===== config.mk =====
export PLATFORM = sky130hd
export DESIGN_NAME = priority_scheduler_with_aging
export DESIGN_NICKNAME = d
export VERILOG_FILES = /design/src/rtl/core/psa_pkg.sv /design/src/rtl/core/priority_scheduler_with_aging.sv /design/src/rtl/core/psa_cfg.sv /design/src/rtl/core/psa_table.sv
export VERILOG_INCLUDE_DIRS = /design/src /design/src/rtl/core
export SDC_FILE = /design/constraint.sdc
export NUM_CORES = 1
export LEC_CHECK = 0
export BUFFER_PORTS_ARGS = -buffer_cell sky130_fd_sc_hd__buf_4
export CELL_PAD_IN_SITES_DETAIL_PLACEMENT = 0
export CELL_PAD_IN_SITES_GLOBAL_PLACEMENT = 1
export CORE_MARGIN = 1.5
export CORE_UTILIZATION = 45
export CTS_BUF_LIST = sky130_fd_sc_hd__clkbuf_16
export DETAILED_ROUTE_END_ITERATION = 7
export PLACE_DENSITY_LB_ADDON = 0.1
export SKIP_LAST_GASP = 1
export SLEW_MARGIN = 40
export SYNTH_ARGS = -nofsm -noshare
export SYNTH_HDL_FRONTEND = slang
export SYNTH_SLANG_ARGS = --single-unit

===== constraint.sdc =====
create_clock -name clk -period 5.9 [get_ports clk]
set_clock_uncertainty 0.1 [all_clocks]
set_input_delay 0.885 -clock clk [delete_from_list [all_inputs] [get_ports clk]]
set_output_delay 0.885 -clock clk [all_outputs]
set_load 0.1 [all_outputs]

===== src/rtl/core/priority_scheduler_with_aging_assert.svh =====
// Assertion macros for the priority scheduler with aging.
// Used by the top level; expects clk and arst_n in scope.
`ifndef PRIORITY_SCHEDULER_WITH_AGING_ASSERT_SVH
`define PRIORITY_SCHEDULER_WITH_AGING_ASSERT_SVH

// Same-cycle implication, checked outside reset.
`define PSA_ASSERT_IMP(label, ante, cons) \
	label: assert property (@(posedge clk) disable iff (!arst_n) (ante) |-> (cons)) \
		else $error("scheduler assertion failed: same-cycle implication");

// Next-cycle implication, checked outside reset.
`define PSA_ASSERT_NXT(label, ante, cons) \
	label: assert property (@(posedge clk) disable iff (!arst_n) (ante) |=> (cons)) \
		else $error("scheduler assertion failed: next-cycle implication");

`endif


===== src/rtl/core/psa_pkg.sv =====
// Shared types and constants of the priority scheduler with aging.
// No dependencies; used by every module of the block.
`timescale 1ns / 1ps

package psa_pkg;

	localparam int NUM_ENTRIES = 64;
	localparam int IDX_W       = $clog2(NUM_ENTRIES);
	localparam int CNT_W       = $clog2(NUM_ENTRIES + 1);
	localparam int FIELD_IDX_W = 6;
	localparam int PRIO_W      = 4;
	localparam int ST_W        = 3;

	// task status codes
	localparam logic [ST_W-1:0] ST_FREE     = 3'd0;
	localparam logic [ST_W-1:0] ST_DYING    = 3'd1;
	localparam logic [ST_W-1:0] ST_RUNNABLE = 3'd2;
	localparam logic [ST_W-1:0] ST_RUNNING  = 3'd3;

	// request opcodes
	localparam logic [1:0] OP_SET_STATUS = 2'd0;
	localparam logic [1:0] OP_CREATE     = 2'd1;
	localparam logic [1:0] OP_SCHEDULE   = 2'd2;

	// decision codes
	localparam logic [1:0] DEC_RUN  = 2'd0;
	localparam logic [1:0] DEC_KEEP = 2'd1;
	localparam logic [1:0] DEC_HALT = 2'd2;
	localparam logic [1:0] DEC_NONE = 2'd3;

	// register indexes on the configuration port
	localparam logic REG_PRIO_MIN = 1'b0;
	localparam logic REG_PRIO_MAX = 1'b1;

	typedef struct packed {
		logic [1:0]             opcode;
		logic [FIELD_IDX_W-1:0] entry_index;
		logic [ST_W-1:0]        entry_state;
		logic [PRIO_W-1:0]      entry_priority;
		logic                   current_valid;
		logic [FIELD_IDX_W-1:0] current_index;
		logic                   current_on_this_cpu;
	} req_t;

	typedef struct packed {
		logic [1:0]             decision;
		logic [FIELD_IDX_W-1:0] chosen_index;
	} rsp_t;

	typedef struct packed {
		logic [PRIO_W-1:0] prio_min;
		logic [PRIO_W-1:0] prio_max;
	} cfg_t;

	// table access from the sequencer
	typedef struct packed {
		logic              rd_en;
		logic [IDX_W-1:0]  rd_addr;
		logic              st_we;
		logic [IDX_W-1:0]  st_waddr;
		logic [ST_W-1:0]   st_wdata;
		logic              pr_we;
		logic [IDX_W-1:0]  pr_waddr;
		logic [PRIO_W-1:0] pr_prio;
		logic              pr_has_run;
	} tbl_req_t;

	typedef struct packed {
		logic [ST_W-1:0]   status;
		logic [PRIO_W-1:0] prio;
		logic              has_run;
	} tbl_rd_t;

endpackage


===== src/rtl/core/priority_scheduler_with_aging.sv =====
// Top level of the priority scheduler with aging: request sequencer,
// result register and assertions. Depends on psa_pkg, psa_cfg, psa_table
// and priority_scheduler_with_aging_assert.svh.
//
// The block keeps a table of 64 tasks (status, priority, has-run flag) in
// two single-port-read memories and serves one request at a time. A set
// status or create request is written on accept and gives no result. A
// schedule request reads the whole table once, one entry a cycle starting
// just after the current task, and picks the runnable entry with the
// lowest priority number (first met wins a tie, levels above prio_max are
// never picked). Aging writes the pick back in the FINISH state; picking
// an entry at prio_max instead starts a second full read-modify-write pass
// that moves every runnable entry to prio_min. Both passes walk the single
// memory read port. The next request is taken as soon as the result sits
// in the output register, even while it is stalled there. The table
// clears at reset at once through per-entry valid bits, so there is no
// clearing pass.
// Write prio_min and prio_max only while no schedule request is in flight.
`timescale 1ns / 1ps

module priority_scheduler_with_aging (
	input  logic              clk,
	input  logic              arst_n,
	input  logic              req_valid,
	output logic              req_stall,
	input  psa_pkg::req_t     req,
	output logic              rsp_valid,
	input  logic              rsp_stall,
	output psa_pkg::rsp_t     rsp,
	input  logic              psel,
	input  logic              penable,
	input  logic              pwrite,
	input  logic [2:0]        paddr,
	input  logic [31:0]       pwdata,
	output logic [31:0]       prdata,
	output logic              pready
);

	typedef enum logic [2:0] {
		IDLE,
		SCAN,
		FINISH,
		RESET_PASS,
		DONE
	} state_t;

	state_t                          state_q;
	psa_pkg::cfg_t                   cfg;
	psa_pkg::tbl_req_t               tbl_req;
	psa_pkg::tbl_rd_t                tbl_rd;

	// scan position
	logic [psa_pkg::IDX_W-1:0]       addr_q;
	logic [psa_pkg::IDX_W-1:0]       addr_next;
	logic [psa_pkg::CNT_W-1:0]       iss_q;
	logic                            rv_s1;
	logic                            last_s1;
	logic [psa_pkg::IDX_W-1:0]       raddr_s1;

	// latched schedule request
	logic                            cur_valid_q;
	logic [psa_pkg::FIELD_IDX_W-1:0] cur_q;
	logic                            on_cpu_q;

	// scan results
	logic [psa_pkg::PRIO_W:0]        best_q;
	logic [psa_pkg::IDX_W-1:0]       pick_q;
	logic                            pick_hr_q;
	logic                            found_q;
	logic                            live_q;
	logic                            cur_run_q;

	// decision waiting for the output register
	logic [1:0]                      dec_q;
	logic [psa_pkg::FIELD_IDX_W-1:0] chosen_q;

	logic [psa_pkg::FIELD_IDX_W:0]   cur_inc;
	logic [psa_pkg::IDX_W-1:0]       start_c;
	logic                            wr_in_range;
	logic                            cur_in_range;
	logic                            reset_trig;
	logic                            done_load;

	psa_cfg u_cfg (
		.clk     (clk),
		.arst_n  (arst_n),
		.psel    (psel),
		.penable (penable),
		.pwrite  (pwrite),
		.paddr   (paddr),
		.pwdata  (pwdata),
		.prdata  (prdata),
		.pready  (pready),
		.cfg     (cfg)
	);

	psa_table u_table (
		.clk    (clk),
		.arst_n (arst_n),
		.req    (tbl_req),
		.rd     (tbl_rd)
	);

	// take requests only between schedules
	assign req_stall = (state_q != IDLE);

	// scan starts just after the current task (entry zero without one), wrapping at the table end
	always_comb begin
		cur_inc = {1'b0, req.current_index} + 1'b1;
		if (!req.current_valid)
			start_c = '0;
		else if (int'(cur_inc) >= psa_pkg::NUM_ENTRIES)
			start_c = psa_pkg::IDX_W'(int'(cur_inc) - psa_pkg::NUM_ENTRIES);
		else
			start_c = psa_pkg::IDX_W'(cur_inc);
	end

	assign addr_next    = (int'(addr_q) == psa_pkg::NUM_ENTRIES - 1) ? '0 : addr_q + 1'b1;
	assign wr_in_range  = int'(req.entry_index) < psa_pkg::NUM_ENTRIES;
	assign cur_in_range = int'(cur_q) < psa_pkg::NUM_ENTRIES;
	assign reset_trig   = (best_q == {1'b0, cfg.prio_max});
	assign done_load    = (state_q == DONE) && (!rsp_valid || !rsp_stall);

	// table port: entry writes when idle, reads while scanning, write-backs
	always_comb begin
		tbl_req            = '0;
		tbl_req.rd_addr    = addr_q;
		tbl_req.rd_en      = ((state_q == SCAN) || (state_q == RESET_PASS)) &&
		                     (int'(iss_q) < psa_pkg::NUM_ENTRIES);
		case (state_q)
			IDLE: begin
				tbl_req.st_we      = req_valid && wr_in_range &&
				                     ((req.opcode == psa_pkg::OP_SET_STATUS) ||
				                      (req.opcode == psa_pkg::OP_CREATE));
				tbl_req.st_waddr   = psa_pkg::IDX_W'(req.entry_index);
				tbl_req.st_wdata   = req.entry_state;
				tbl_req.pr_we      = req_valid && wr_in_range &&
				                     (req.opcode == psa_pkg::OP_CREATE);
				tbl_req.pr_waddr   = psa_pkg::IDX_W'(req.entry_index);
				tbl_req.pr_prio    = req.entry_priority;
				tbl_req.pr_has_run = 1'b0;
			end
			FINISH: begin
				// age the pick by one level if it has run before
				tbl_req.pr_we      = found_q && !reset_trig;
				tbl_req.pr_waddr   = pick_q;
				tbl_req.pr_prio    = pick_hr_q ? best_q[psa_pkg::PRIO_W-1:0] + 1'b1
				                               : best_q[psa_pkg::PRIO_W-1:0];
				tbl_req.pr_has_run = 1'b1;
			end
			RESET_PASS: begin
				// drop every runnable entry to prio_min, mark the pick as run
				tbl_req.pr_we      = rv_s1 && (tbl_rd.status == psa_pkg::ST_RUNNABLE);
				tbl_req.pr_waddr   = raddr_s1;
				tbl_req.pr_prio    = cfg.prio_min;
				tbl_req.pr_has_run = (raddr_s1 == pick_q) ? 1'b1 : tbl_rd.has_run;
			end
			default: ;
		endcase
	end

	always_ff @(posedge clk or negedge arst_n) begin
		if (!arst_n) begin
			state_q     <= IDLE;
			rsp_valid   <= 1'b0;
			rsp         <= '0;
			rv_s1       <= 1'b0;
			last_s1     <= 1'b0;
			raddr_s1    <= '0;
			addr_q      <= '0;
			iss_q       <= '0;
			cur_valid_q <= 1'b0;
			cur_q       <= '0;
			on_cpu_q    <= 1'b0;
			best_q      <= '0;
			pick_q      <= '0;
			pick_hr_q   <= 1'b0;
			found_q     <= 1'b0;
			live_q      <= 1'b0;
			cur_run_q   <= 1'b0;
			dec_q       <= psa_pkg::DEC_RUN;
			chosen_q    <= '0;
		end else begin
			rv_s1    <= tbl_req.rd_en;
			last_s1  <= (int'(iss_q) == psa_pkg::NUM_ENTRIES - 1);
			raddr_s1 <= addr_q;

			// load a finished decision, or drop the result the downstream side took
			if (done_load)
				rsp_valid <= 1'b1;
			else if (rsp_valid && !rsp_stall)
				rsp_valid <= 1'b0;

			case (state_q)
				IDLE: begin
					if (req_valid && (req.opcode == psa_pkg::OP_SCHEDULE)) begin
						cur_valid_q <= req.current_valid;
						cur_q       <= req.current_index;
						on_cpu_q    <= req.current_on_this_cpu;
						addr_q      <= start_c;
						iss_q       <= '0;
						best_q      <= {1'b0, cfg.prio_max} + 1'b1;
						found_q     <= 1'b0;
						live_q      <= 1'b0;
						cur_run_q   <= 1'b0;
						state_q     <= SCAN;
					end
				end
				SCAN: begin
					if (tbl_req.rd_en) begin
						addr_q <= addr_next;
						iss_q  <= iss_q + 1'b1;
					end
					if (rv_s1) begin
						if ((tbl_rd.status == psa_pkg::ST_RUNNABLE) &&
						    ({1'b0, tbl_rd.prio} < best_q)) begin
							best_q    <= {1'b0, tbl_rd.prio};
							pick_q    <= raddr_s1;
							pick_hr_q <= tbl_rd.has_run;
							found_q   <= 1'b1;
						end
						if ((tbl_rd.status == psa_pkg::ST_RUNNABLE) ||
						    (tbl_rd.status == psa_pkg::ST_RUNNING) ||
						    (tbl_rd.status == psa_pkg::ST_DYING))
							live_q <= 1'b1;
						if ((int'(raddr_s1) == int'(cur_q)) &&
						    (tbl_rd.status == psa_pkg::ST_RUNNING))
							cur_run_q <= 1'b1;
						if (last_s1)
							state_q <= FINISH;
					end
				end
				FINISH: begin
					if (found_q) begin
						dec_q    <= psa_pkg::DEC_RUN;
						chosen_q <= psa_pkg::FIELD_IDX_W'(pick_q);
						if (reset_trig) begin
							addr_q  <= '0;
							iss_q   <= '0;
							state_q <= RESET_PASS;
						end else begin
							state_q <= DONE;
						end
					end else begin
						if (cur_valid_q && on_cpu_q && cur_in_range && cur_run_q) begin
							dec_q    <= psa_pkg::DEC_KEEP;
							chosen_q <= cur_q;
						end else if (live_q) begin
							dec_q    <= psa_pkg::DEC_HALT;
							chosen_q <= '0;
						end else begin
							dec_q    <= psa_pkg::DEC_NONE;
							chosen_q <= '0;
						end
						state_q <= DONE;
					end
				end
				RESET_PASS: begin
					if (tbl_req.rd_en) begin
						addr_q <= addr_next;
						iss_q  <= iss_q + 1'b1;
					end
					if (rv_s1 && last_s1)
						state_q <= DONE;
				end
				DONE: begin
					// hold the decision until the output register is free
					if (done_load) begin
						rsp.decision     <= dec_q;
						rsp.chosen_index <= chosen_q;
						state_q          <= IDLE;
					end
				end
				default: state_q <= IDLE;
			endcase
		end
	end

`include "priority_scheduler_with_aging_assert.svh"

	// a finished decision always lands in the output register
	`PSA_ASSERT_NXT(a_done_loads, done_load, rsp_valid)
	// outside the sequencer passes only a create request writes priorities
	`PSA_ASSERT_IMP(a_idle_pr_write, (state_q == IDLE) && tbl_req.pr_we, req_valid && (req.opcode == psa_pkg::OP_CREATE))
	// halt and no-tasks always report entry zero
	`PSA_ASSERT_IMP(a_idle_index, rsp_valid && ((rsp.decision == psa_pkg::DEC_HALT) || (rsp.decision == psa_pkg::DEC_NONE)), rsp.chosen_index == '0)

endmodule


===== src/rtl/core/psa_cfg.sv =====
// APB-style register file for the priority scheduler: prio_min and prio_max.
// Depends on psa_pkg.
`timescale 1ns / 1ps

module psa_cfg (
	input  logic              clk,
	input  logic              arst_n,
	input  logic              psel,
	input  logic              penable,
	input  logic              pwrite,
	input  logic [2:0]        paddr,
	input  logic [31:0]       pwdata,
	output logic [31:0]       prdata,
	output logic              pready,
	output psa_pkg::cfg_t     cfg
);

	logic [psa_pkg::PRIO_W-1:0] prio_min_q;
	logic [psa_pkg::PRIO_W-1:0] prio_max_q;
	logic                       wr_en;

	assign pready = 1'b1;
	assign wr_en  = psel && penable && pwrite;

	always_ff @(posedge clk or negedge arst_n) begin
		if (!arst_n) begin
			prio_min_q <= 4'd1;
			prio_max_q <= 4'd10;
		end else if (wr_en) begin
			case (paddr[2])
				psa_pkg::REG_PRIO_MIN: prio_min_q <= pwdata[psa_pkg::PRIO_W-1:0];
				psa_pkg::REG_PRIO_MAX: prio_max_q <= pwdata[psa_pkg::PRIO_W-1:0];
				default: ;
			endcase
		end
	end

	always_comb begin
		case (paddr[2])
			psa_pkg::REG_PRIO_MIN: prdata = {28'd0, prio_min_q};
			psa_pkg::REG_PRIO_MAX: prdata = {28'd0, prio_max_q};
			default:               prdata = 32'd0;
		endcase
	end

	assign cfg.prio_min = prio_min_q;
	assign cfg.prio_max = prio_max_q;

endmodule


===== src/rtl/core/psa_table.sv =====
// Task table: status memory and priority/has-run memory, registered read.
// Valid bits per entry make unwritten entries read as zero. Depends on psa_pkg.
`timescale 1ns / 1ps

module psa_table (
	input  logic                clk,
	input  logic                arst_n,
	input  psa_pkg::tbl_req_t   req,
	output psa_pkg::tbl_rd_t    rd
);

	logic [psa_pkg::ST_W-1:0]   st_mem [psa_pkg::NUM_ENTRIES];
	logic [psa_pkg::PRIO_W:0]   pr_mem [psa_pkg::NUM_ENTRIES];
	logic [psa_pkg::NUM_ENTRIES-1:0] st_vld_q;
	logic [psa_pkg::NUM_ENTRIES-1:0] pr_vld_q;

	logic [psa_pkg::ST_W-1:0]   st_rd_s1;
	logic [psa_pkg::PRIO_W:0]   pr_rd_s1;
	logic                       st_vld_s1;
	logic                       pr_vld_s1;

	always_ff @(posedge clk) begin
		if (req.st_we)
			st_mem[req.st_waddr] <= req.st_wdata;
		if (req.pr_we)
			pr_mem[req.pr_waddr] <= {req.pr_prio, req.pr_has_run};
		if (req.rd_en) begin
			st_rd_s1 <= st_mem[req.rd_addr];
			pr_rd_s1 <= pr_mem[req.rd_addr];
		end
	end

	always_ff @(posedge clk or negedge arst_n) begin
		if (!arst_n) begin
			st_vld_q  <= '0;
			pr_vld_q  <= '0;
			st_vld_s1 <= 1'b0;
			pr_vld_s1 <= 1'b0;
		end else begin
			if (req.st_we)
				st_vld_q[req.st_waddr] <= 1'b1;
			if (req.pr_we)
				pr_vld_q[req.pr_waddr] <= 1'b1;
			if (req.rd_en) begin
				st_vld_s1 <= st_vld_q[req.rd_addr];
				pr_vld_s1 <= pr_vld_q[req.rd_addr];
			end
		end
	end

	// an entry never written reads as the reset value
	assign rd.status  = st_vld_s1 ? st_rd_s1 : psa_pkg::ST_FREE;
	assign rd.prio    = pr_vld_s1 ? pr_rd_s1[psa_pkg::PRIO_W:1] : '0;
	assign rd.has_run = pr_vld_s1 ? pr_rd_s1[0] : 1'b0;

endmodule


==> flow_metrics.env <==
export IMPL_status="finished clean"
export IMPL_clock_sinks=722
export IMPL_grt_start_max_net_pins=122
export IMPL_synth_area_leaders="edfxtp_1 (52%), dfrtp_1 (17%), mux4_2 (11%)"
export IMPL_drtIter0Drc=1272
export IMPL_setup_ws_ps=2210
export IMPL_yosysTopAreaCell="edfxtp_1"
export IMPL_clkLatencyLatePin_ps=640
export IMPL_cts_htree_levels=3
export IMPL_route_detailed_drc=0
export IMPL_synthArstFlopShare=0.280
export IMPL_place_ws_ps=2120
export IMPL_worstPathRequired_ps=6060
export IMPL_antenna_found_initial=4
export IMPL_synth_cells=1800
export IMPL_worstMarginPinSlew_ps=847
export IMPL_netlist_area_mm2=0.0298
export IMPL_cts_setup_buffers=0
export IMPL_grt_setup_unrepaired="false"
export IMPL_syn_avg_cell_area_um2=16.6
export IMPL_wl_per_cell_um=25.9
export IMPL_root_buffer="clkbuf_16"
export IMPL_finalInstanceArea_mm2=0.0337
export IMPL_yosys_warnings=0
export IMPL_ys_top_cells_by_count="edfxtp_1 (520), dfrtp_1 (199), nor2_1 (160), mux4_2 (152), nand2_1 (90)"
export IMPL_synth_cell_types=72
export IMPL_dieArea_mm2=0.0678
export IMPL_die_x_um=260
export IMPL_dp_cells=2639
export IMPL_start_util=0.454
export IMPL_ctsHoldBuffers=0
export IMPL_setup_viol=0
export IMPL_diodes=0
export IMPL_wl_um=72200
export IMPL_grt_pass1_wl_um=108000
export IMPL_area_growth_synth_to_final_pct=13.0
export IMPL_fin_nets=1929
export IMPL_die_h_um=260
export IMPL_dpl_instance_area_mm2=0.0311
export IMPL_place_congestion=0.805
export IMPL_clockBufferDepth=3
export IMPL_cts_buffers=78
export IMPL_hold_class="in2async"
export IMPL_fin_crit_sh=0.625
export IMPL_critPathMaxFanout=19
export IMPL_dr_total_vias=15900
export IMPL_fin_cells=2786
export IMPL_maxCapViolations=0
export IMPL_fillers=5476
export IMPL_grt_pass1_vias=16400
export IMPL_start_kind="flop"
export IMPL_hold_viol=0
export IMPL_vias_per_cell=5.71
export IMPL_fmax_ghz=0.271
export IMPL_relSlewSlack=0.435
export IMPL_crit_path_end_kind="flop"
export IMPL_cts_resized=0
export IMPL_final_setup_tns_ps=0
export IMPL_ys_flop_type="edfxtp_1"
export IMPL_dpl_hpwl_um=45700
export IMPL_synth_top_area_share=0.524
export IMPL_irDropWorstVdd_uv=278
export IMPL_num_rows=94
export IMPL_drive_above_1_share=0.247
export IMPL_synth_seq_area_share=0.694
export IMPL_antenna_left=0
export IMPL_clk_transition_reported_paths_ps=60
export IMPL_drt_pass1_iterations=5
export IMPL_final_period_minus_worst_setup_slack_ps=3690
export IMPL_worstPathArrival_ps=3850
export IMPL_core_area_mm2=0.0656
export IMPL_overflow=0
export IMPL_cts_tree="built"
export IMPL_io_pins=108
export IMPL_synth_edf_count=520
export IMPL_powerDensity_mw_per_mm2=489
export IMPL_ys_ff_latch=722
export IMPL_path_class="reg2reg"
export IMPL_post_synth_top_count_cell="edfxtp_1"
export IMPL_numPortBuffers=48
export IMPL_p_leak_nw=12.2
export IMPL_drv_slew=0
export IMPL_grt_total_usage=0.219
-- cells by family (layout without fill, tap and decap cells) --
kind of cell    count (synthesis)  after routing  synth area share
flops                         722            722             0.694
simple gates                  454            454            0.0773
compound gates                244            244            0.0591
mux                           208            208             0.135
buf+inv                       137            232            0.0234
xor+xnor                       25             25           0.00735
fa+ha+maj                       8              8           0.00336
other cells                     2             29          0.000252
-- report_power, final --
part | internal, mW | switching (mW) | total (mW)
Clock | 2.80 | 2.08 | 4.88
Combinational | 1.82 | 2.99 | 4.81
Sequential | 6.28 | 0.501 | 6.78
Total | 10.9 | 5.57 | 16.5
-- layer usage --
layer / GRT usage / vias to the layer above / part of all wire
met5: 0 / - / 0
met3: 0.0425 / 96 / 0.050
met1: 0.314 / 8368 / 0.45
met2: 0.345 / 373 / 0.48
li1: - / 7058 / -
met4: 0.0613 / 0 / 0.021
-- layout make-up --
| class | count | area (µm²) | area share |
|---|---|---|---|
| clock inverter | 68 | 626 | 0.0186 |
| timing repair buffer | 74 | 663 | 0.0197 |
| clock buffer | 78 | 1950 | 0.0580 |
| sequential | 722 | 20700 | 0.614 |
| tap | 864 | 1080 | 0.0321 |
| multi-input combinational | 968 | 8610 | 0.256 |
| inverter | 12 | 45.0 | 0.00134 |
-- final timing paths --
path                                                       start                               end  slack, ps  cells past startpoint
worst min register to register  u_table.st_vld_q[30]$_DFFE_PN0P_  u_table.st_vld_q[30]$_DFFE_PN0P_        360                      1
worst max-delay path                      state_q[1]$_DFFE_PN0P_    u_table.pr_mem[3][4]$_DFFE_PP_       2210                      6
worst min-delay path                                      arst_n   u_cfg.prio_min_q[2]$_DFFE_PN0P_         70                      1
min in group clk                u_table.st_vld_q[30]$_DFFE_PN0P_  u_table.st_vld_q[30]$_DFFE_PN0P_        360                      1
worst max register to register            state_q[1]$_DFFE_PN0P_    u_table.pr_mem[3][4]$_DFFE_PP_       2210                      6
max in group asynchronous                                 arst_n  u_table.pr_vld_q[29]$_DFFE_PN0P_       4440                      3
-- worst max-delay path, cell delays in order, from the launching register on --
cell,delay [ps]
dfrtp_1,650
nor2_2,610
nand2_1,210
a21o_4,290
nor3_4,150
nand3_2,610
nor2_1,690
-- per-stage QoR --
| stage | hold slack (ps) | power (mW) | utilization |
|---|---|---|---|
| after global placement | 341 | 11.6 | 0.472 |
| after CTS | 65.0 | 16.6 | 0.513 |
| final | 72.3 | 16.5 | 0.513 |
| after global routing | 92.0 | 17.2 | 0.513 |
| after detailed placement | 346 | 11.8 | 0.473 |
| after floorplan | 252 | 10.1 | - |
-- flip-flops by register name, summed over array words and instances (netlist names), 5 cells and up --
register          count
u_table.st_mem      192
u_table.pr_vld_q     64
best_q                5
addr_q                6
rsp                   8
u_table.pr_mem      320
u_table.pr_rd_s1      5
iss_q                 7
u_table.st_vld_q     64
raddr_s1              6
cur_q                 6
chosen_q              6
pick_q                6
-- cell usage in the layout (no fill, tap or decap), types with 32 or more instances in the layout --
master,netlist,final
nand2_1,90,90
nand3_1,45,44
or2_2,49,49
buf_4,33,63
mux4_2,152,152
clkbuf_16,0,78
nor2_1,160,154
o21bai_1,62,62
o21ai_0,32,32
a22oi_1,74,74
dfrtp_1,199,196
edfxtp_1,520,520
(Power assumes the default switching activity.)
